File: config.mk
export PLATFORM = sky130hd
export DESIGN_NAME = largest_prime_below
export DESIGN_NICKNAME = d
export VERILOG_FILES = /design/src/sv/lpb_pkg.sv /design/src/sv/lpb_rem.sv /design/src/sv/largest_prime_below.sv
export SDC_FILE = /design/constraint.sdc
export NUM_CORES = 1
export LEC_CHECK = 0
export BUFFER_PORTS_ARGS = -buffer_cell sky130_fd_sc_hd__buf_4
export CORE_MARGIN = 2
export CORE_UTILIZATION = 59
export DETAILED_ROUTE_END_ITERATION = 10
export GPL_ROUTABILITY_DRIVEN = 1
export PLACE_DENSITY_LB_ADDON = 0.2
export SYNTH_ARGS = -nofsm -noshare
export SYNTH_HDL_FRONTEND = slang
export SYNTH_SLANG_ARGS = --single-unit
File: constraint.sdc
create_clock -name i_clk -period 3.6 [get_ports i_clk]
set_clock_uncertainty 0.15 [all_clocks]
set_input_delay 0.18 -clock i_clk [delete_from_list [all_inputs] [get_ports i_clk]]
set_output_delay 0.18 -clock i_clk [all_outputs]
set_load 0.005 [all_outputs]
File: src/sv/lpb_pkg.sv
// Shared types and constants for the largest_prime_below block.
// No dependencies; compiled before every other file of the block.
`timescale 1ns / 1ps
`default_nettype none

package lpb_pkg;

    // Default data width of the limit and the result
    localparam int LPB_WIDTH = 16;

    // Smallest limit that has a prime below it
    localparam int LPB_MIN_LIMIT = 3;

    // First trial divisor
    localparam int LPB_FIRST_DIV = 2;

    // Sequencer states, one-hot
    typedef enum logic [4:0] {
        S_IDLE  = 5'b00001,
        S_CHECK = 5'b00010,
        S_LOOP  = 5'b00100,
        S_DIV   = 5'b01000,
        S_DONE  = 5'b10000
    } t_state;

    // Response of the remainder unit
    typedef struct packed {
        logic done;      // one-cycle pulse, remainder is final
        logic rem_zero;  // remainder is zero, divisor divides evenly
    } t_rem_rsp;

endpackage

`default_nettype wire

File: src/sv/lpb_rem.sv
// Iterative remainder unit: restoring division, one quotient bit per cycle.
// Depends on lpb_pkg (t_rem_rsp).
`timescale 1ns / 1ps
`default_nettype none

module lpb_rem #(
    parameter int WIDTH = lpb_pkg::LPB_WIDTH
) (
    input  wire logic             i_clk,
    input  wire logic             i_rst_n,
    input  wire logic             i_start,
    input  wire logic [WIDTH-1:0] i_dividend,
    input  wire logic [WIDTH-1:0] i_divisor,
    output lpb_pkg::t_rem_rsp     o_rsp
);
    import lpb_pkg::*;

    localparam int CW = (WIDTH > 1) ? $clog2(WIDTH) : 1;
    localparam logic [CW-1:0] LAST = CW'(WIDTH - 1);

    logic             r_busy, n_busy;
    logic             r_done, n_done;
    logic [CW-1:0]    r_cnt, n_cnt;
    logic [WIDTH-1:0] r_rem, n_rem;
    logic [WIDTH-1:0] r_quo, n_quo;
    logic [WIDTH-1:0] r_dvs, n_dvs;

    logic [WIDTH:0]   trial;
    logic [WIDTH:0]   diff;

    // Shift in the next dividend bit and try to subtract the divisor
    always_comb begin
        trial = {r_rem, r_quo[WIDTH-1]};
        diff  = trial - {1'b0, r_dvs};
    end

    // Advance one bit per cycle while busy
    always_comb begin
        n_busy = r_busy;
        n_done = 1'b0;
        n_cnt  = r_cnt;
        n_rem  = r_rem;
        n_quo  = r_quo;
        n_dvs  = r_dvs;
        if (i_start) begin
            n_busy = 1'b1;
            n_cnt  = '0;
            n_rem  = '0;
            n_quo  = i_dividend;
            n_dvs  = i_divisor;
        end else if (r_busy) begin
            n_rem = diff[WIDTH] ? trial[WIDTH-1:0] : diff[WIDTH-1:0];
            n_quo = {r_quo[WIDTH-2:0], 1'b0};
            n_cnt = r_cnt + 1'b1;
            if (r_cnt == LAST) begin
                n_busy = 1'b0;
                n_done = 1'b1;
            end
        end
    end

    always_ff @(posedge i_clk) begin
        if (!i_rst_n) begin
            r_busy <= 1'b0;
            r_done <= 1'b0;
            r_cnt  <= '0;
        end else begin
            r_busy <= n_busy;
            r_done <= n_done;
            r_cnt  <= n_cnt;
        end
        r_rem <= n_rem;
        r_quo <= n_quo;
        r_dvs <= n_dvs;
    end

    assign o_rsp.done     = r_done;
    assign o_rsp.rem_zero = (r_rem == '0);

endmodule

`default_nettype wire

File: src/sv/largest_prime_below.sv
// Top level: previous-prime search by trial division around a shared remainder unit.
// Depends on lpb_pkg and lpb_rem.
//
// Usage:
//   Input channel i_valid / o_ready carries i_limit. The block takes one limit
//   at a time; o_ready is high only while the sequencer is idle.
//   Output channel o_valid / i_ready carries o_prime and o_error, one beat per
//   limit. A limit below three gives o_error = 1 and o_prime = 0.
//   Sequence: a limit below three goes straight to the done state. Otherwise
//   each candidate passes a check state, and each trial division a launch
//   step, WIDTH bit steps in the shared remainder unit and a wait for its
//   done flag; a prime above three ends with a closing bound test, and
//   loading the output register ends every search.
//   The result waits in an output register; once it is loaded the block is
//   idle again and takes the next limit even while the receiver stalls. A
//   finished search holds until the output register is free.
//   Reset (synchronous, active low) returns the sequencer to idle and drops
//   any pending output beat. Nothing is stored between requests.
`timescale 1ns / 1ps
`default_nettype none

module largest_prime_below #(
    parameter int WIDTH = lpb_pkg::LPB_WIDTH
) (
    input  wire logic             i_clk,
    input  wire logic             i_rst_n,
    input  wire logic             i_valid,
    output logic                  o_ready,
    input  wire logic [WIDTH-1:0] i_limit,
    output logic                  o_valid,
    input  wire logic             i_ready,
    output logic [WIDTH-1:0]      o_prime,
    output logic                  o_error
);
    import lpb_pkg::*;

    localparam logic [WIDTH-1:0] MIN_LIMIT = WIDTH'(LPB_MIN_LIMIT);
    localparam logic [WIDTH-1:0] FIRST_DIV = WIDTH'(LPB_FIRST_DIV);
    localparam logic [WIDTH:0]   FIRST_SQ  = (WIDTH+1)'(LPB_FIRST_DIV * LPB_FIRST_DIV);

    t_state           r_state, n_state;
    logic [WIDTH-1:0] r_cand, n_cand;
    logic [WIDTH-1:0] r_div, n_div;
    logic [WIDTH:0]   r_sq, n_sq;
    logic             r_res_err, n_res_err;
    logic             r_o_valid, n_o_valid;
    logic [WIDTH-1:0] r_o_prime, n_o_prime;
    logic             r_o_error, n_o_error;

    logic             rem_start;
    t_rem_rsp         rem_rsp;

    // Shared remainder unit: candidate mod divisor
    lpb_rem #(
        .WIDTH(WIDTH)
    ) u_rem (
        .i_clk      (i_clk),
        .i_rst_n    (i_rst_n),
        .i_start    (rem_start),
        .i_dividend (r_cand),
        .i_divisor  (r_div),
        .o_rsp      (rem_rsp)
    );

    // Sequence candidates and divisors
    always_comb begin
        n_state   = r_state;
        n_cand    = r_cand;
        n_div     = r_div;
        n_sq      = r_sq;
        n_res_err = r_res_err;
        n_o_valid = r_o_valid;
        n_o_prime = r_o_prime;
        n_o_error = r_o_error;
        rem_start = 1'b0;

        // Drop the output beat once taken
        if (r_o_valid && i_ready) begin
            n_o_valid = 1'b0;
        end

        case (r_state)
            S_IDLE: begin
                if (i_valid) begin
                    if (i_limit < MIN_LIMIT) begin
                        n_cand    = '0;
                        n_res_err = 1'b1;
                        n_state   = S_DONE;
                    end else begin
                        n_cand    = i_limit - 1'b1;
                        n_res_err = 1'b0;
                        n_state   = S_CHECK;
                    end
                end
            end
            S_CHECK: begin
                // Two and three are prime without a trial
                if (r_cand <= MIN_LIMIT) begin
                    n_state = S_DONE;
                end else begin
                    n_div   = FIRST_DIV;
                    n_sq    = FIRST_SQ;
                    n_state = S_LOOP;
                end
            end
            S_LOOP: begin
                // Past the square root: no divisor left, candidate is prime
                if (r_sq > {1'b0, r_cand}) begin
                    n_state = S_DONE;
                end else begin
                    rem_start = 1'b1;
                    n_state   = S_DIV;
                end
            end
            S_DIV: begin
                if (rem_rsp.done) begin
                    if (rem_rsp.rem_zero) begin
                        n_cand  = r_cand - 1'b1;
                        n_state = S_CHECK;
                    end else begin
                        // (d+1)^2 = d^2 + 2d + 1
                        n_sq    = r_sq + {r_div, 1'b1};
                        n_div   = r_div + 1'b1;
                        n_state = S_LOOP;
                    end
                end
            end
            S_DONE: begin
                // Hold until the output register is free
                if (!r_o_valid || i_ready) begin
                    n_o_valid = 1'b1;
                    n_o_prime = r_cand;
                    n_o_error = r_res_err;
                    n_state   = S_IDLE;
                end
            end
            default: begin
                n_state = S_IDLE;
            end
        endcase
    end

    always_ff @(posedge i_clk) begin
        if (!i_rst_n) begin
            r_state   <= S_IDLE;
            r_o_valid <= 1'b0;
        end else begin
            r_state   <= n_state;
            r_o_valid <= n_o_valid;
        end
        r_cand    <= n_cand;
        r_div     <= n_div;
        r_sq      <= n_sq;
        r_res_err <= n_res_err;
        r_o_prime <= n_o_prime;
        r_o_error <= n_o_error;
    end

    assign o_ready = (r_state == S_IDLE);
    assign o_valid = r_o_valid;
    assign o_prime = r_o_prime;
    assign o_error = r_o_error;

endmodule

`default_nettype wire

==> out/qor.yml <==
max_clock_freq_ghz: 0.312
vias_per_cell: 5.98
cts_buffer_depth: 2
num_rows: 41
power.switching_uw: 2000
fp.dieW_um: 116
ys_seq_area_share_pct: 47.5
r2r-end: "u_rem.r_rem[14]$_SDFFE_PP0P_"
drive_above_1_share_pct: 9.85
rr_startpoint: "u_rem.r_quo[15]$_DFFE_PP_"
crit_fanout: 12
critPathCaptureType: "flip-flop"
leakage_uw: 0.00339
insertedDiodeCount: 0
syn_area_um2: 7440
insertion_delay_ps: 420
rr_worst_depth: 10
critPathLaunchType: "flip-flop"
required_ps: 3750
drt-pass1-iter-count: 7
h-tree-depth: 4
syn-num-nets: 822
cellPowerDensity_nw_per_um2: 665
wl_met1_um: 7570
min_from: "i_limit[12]"
nets: 875
hold_path_end: "r_cand[12]$_DFFE_PP_"
synth_cell_types: 61
grt_setup_unrepaired: "false"
cts-root-buf: "clkbuf_16"
cts.sinks: 127
start_util_pct: 59.7
port_buffers: 38
pwr-share-clk_pct: 27.9
place_ws_ps: 349
hold_path.class: "in -> reg"
post-synth-top-count-cell: "edfxtp_1"
top_layer_used: "met4"
hold_viol_final: 0
path_class: "reg -> reg"
nFillCells: 973
multiInputGateArea_um2: 3630
ant_nets: 0
grt_pass1_vias: 5624
grt_pass1_wl_um: 27400
antenna_found_initial: 0
cap_violations: 0
arrival_ps: 3350
p_int_uw: 3680
drtIter0Drc: 610
irDropWorstVdd_v: 0.000386
drt_wl_total_um: 17200
whs_path_depth: 3
post_cts_buffers: 0
drc: 0
rrSetupSlack_ps: 390
coreArea_um2: 12500
wl_per_cell_um: 17.5
power.share.switching_pct: 35.2
area_growth_pct: 14.6
io_pins: 39
period_needed_ps: 3210
comb_power_share_pct: 34.1
synth_top_area_share_pct: 39.9
seqCellArea_um2: 3530
path_clk_slew_ps: 60
yosysTopAreaCell: "edfxtp_1"
die_area_um2: 13500
power_frac_seq_pct: 38.0
setup_viol: 0
setup_tns_ps: 0
overflow: 0
ys.warnings.count: 0
dr_wl_met3_um: 1050
period_share_pct: 89.1
grt_max_degree: 36
synth_area_leaders: "edfxtp_1 (40%), ha_1 (8.7%), dfxtp_1 (7.5%)"
track_usage_pct: 26.4
dr_wl_met2_um: 8210
vias: 5886
worst_pin_slew_ps: 1250
cts_buffers: 17
fp.dieH_um: 116
synth.avg_cell_area_um2: 9.95
synth_edf_count: 99
ys.flop_type: "edfxtp_1"
place_hpwl_um: 12500
gp_congestion: 0.880
final_max_slew_viol_count: 0
max_slew_margin_pct: 16.6
worst_slack_ps: 392
synthArstFlopShare_pct: 0
synth_cells: 748
synth-seq-cells: 127
status: "complete, no violations"
synth_common_cells: "edfxtp_1 (99), nor2_1 (70), inv_1 (59)"
cts_tree: "built"
==> cells by family after synthesis <==
group | share of synthesized area, %
flops | 47.5
xor+xnor | 7.18
fa+ha+maj | 9.28
buf+inv | 4.05
mux | 1.50
simple gates | 15.5
compound gates | 15.0
==> state kept, by name, indices dropped and copies added, names as in the netlist, 4 cells and up <==
register     count
o_prime         16
u_rem.r_cnt      4
u_rem.r_dvs     16
r_sq            17
r_div           16
r_cand          16
r_state          5
u_rem.r_rem     16
u_rem.r_quo     16
==> repair_timing <==
action	in CTS	in global routing
hold buffers	3	0
gates resized for setup	0	0
hold endpoints to repair	10	0
==> critical path: stages (launching register included) <==
cell and delay (ps):
edfxtp_1 350, inv_1 70, ha_1 170, fa_1 200, nand2b_1 150, a21oi_1 100, o21ai_0 240, nand2_1 150
o311ai_2 1020, nor3_1 70, a2111oi_0 400
==> layer usage <==
metal	vias up	global-route usage (%)
met1	2797	34.3
met4	0	9.05
li1	2846	-
met5	-	0
met3	38	6.69
met2	205	43.3
==> final cells by class <==
type | count | area share, %
clock buffers | 20 | 5.12
well taps | 172 | 2.52
inverters | 60 | 2.64
clock inverters | 10 | 1.14
multi-input cells | 543 | 42.5
flip-flops and latches | 127 | 41.4
repair buffers | 52 | 4.66
==> through the flow <==
step           total power (uW)  util [%]  area, um^2  instances  hold slack [ps]
4_1_cts                    5670      68.5        8530        984             30.8
3_3_place_gp               3980      63.9        7970        951              254
6_report                   5680      68.5        8530        984             37.1
5_1_grt                    6000      68.5        8530        984             57.4
2_1_floorplan              3560         -        7440        748              101
3_5_place_dp               4070      63.9        7970        951              257
==> worst max-delay path by stage <==
stage,startpoint,to,slack (ps),depth (start not counted)
3_3_place_gp,r_cand[15]$_DFFE_PP_,u_rem.r_rem[10]$_SDFFE_PP0P_,500,10
5_1_grt,u_rem.r_quo[15]$_DFFE_PP_,u_rem.r_rem[14]$_SDFFE_PP0P_,60,10
6_report,u_rem.r_quo[15]$_DFFE_PP_,u_rem.r_rem[14]$_SDFFE_PP0P_,390,10
4_1_cts,u_rem.r_quo[15]$_DFFE_PP_,u_rem.r_rem[14]$_SDFFE_PP0P_,390,10
3_5_place_dp,u_rem.r_quo[15]$_DFFE_PP_,u_rem.r_rem[14]$_SDFFE_PP0P_,350,10
2_1_floorplan,u_rem.r_dvs[0]$_DFFE_PP_,u_rem.r_rem[10]$_SDFFE_PP0P_,700,10
==> power groups by stage <==
stage	combinational [uW]	clock (uW)	sequential, uW
2_1_floorplan	1490	0	2070
3_3_place_gp	1810	0	2170
3_5_place_dp	1890	0	2170
4_1_cts	1910	1610	2150
5_1_grt	2150	1660	2190
6_report	1930	1590	2160
==> layout by cell type, fill, tap and decap left out, types with 4 or more instances in the layout <==
cell,instances
xor2_1,27
o21ai_0,56
and2_1,4
clkbuf_16,17
edfxtp_1,99
nor2_1,70
dfxtp_1,28
nand3_1,22
nor4_1,10
buf_4,49
a21o_1,7
nor3_1,22
o21a_1,6
xnor2_1,34
o22ai_1,12
a21oi_1,43
or3_1,7
a211oi_1,7
clkinv_1,4
nand2b_1,9
a2111oi_0,4
and3_1,8
mux2i_1,10
nand4_1,11
nand2_1,53
a31oi_1,6
ha_1,52
a21boi_0,6
nor2b_1,7
inv_1,59
No activity file was read; power rests on OpenSTA's default activity.
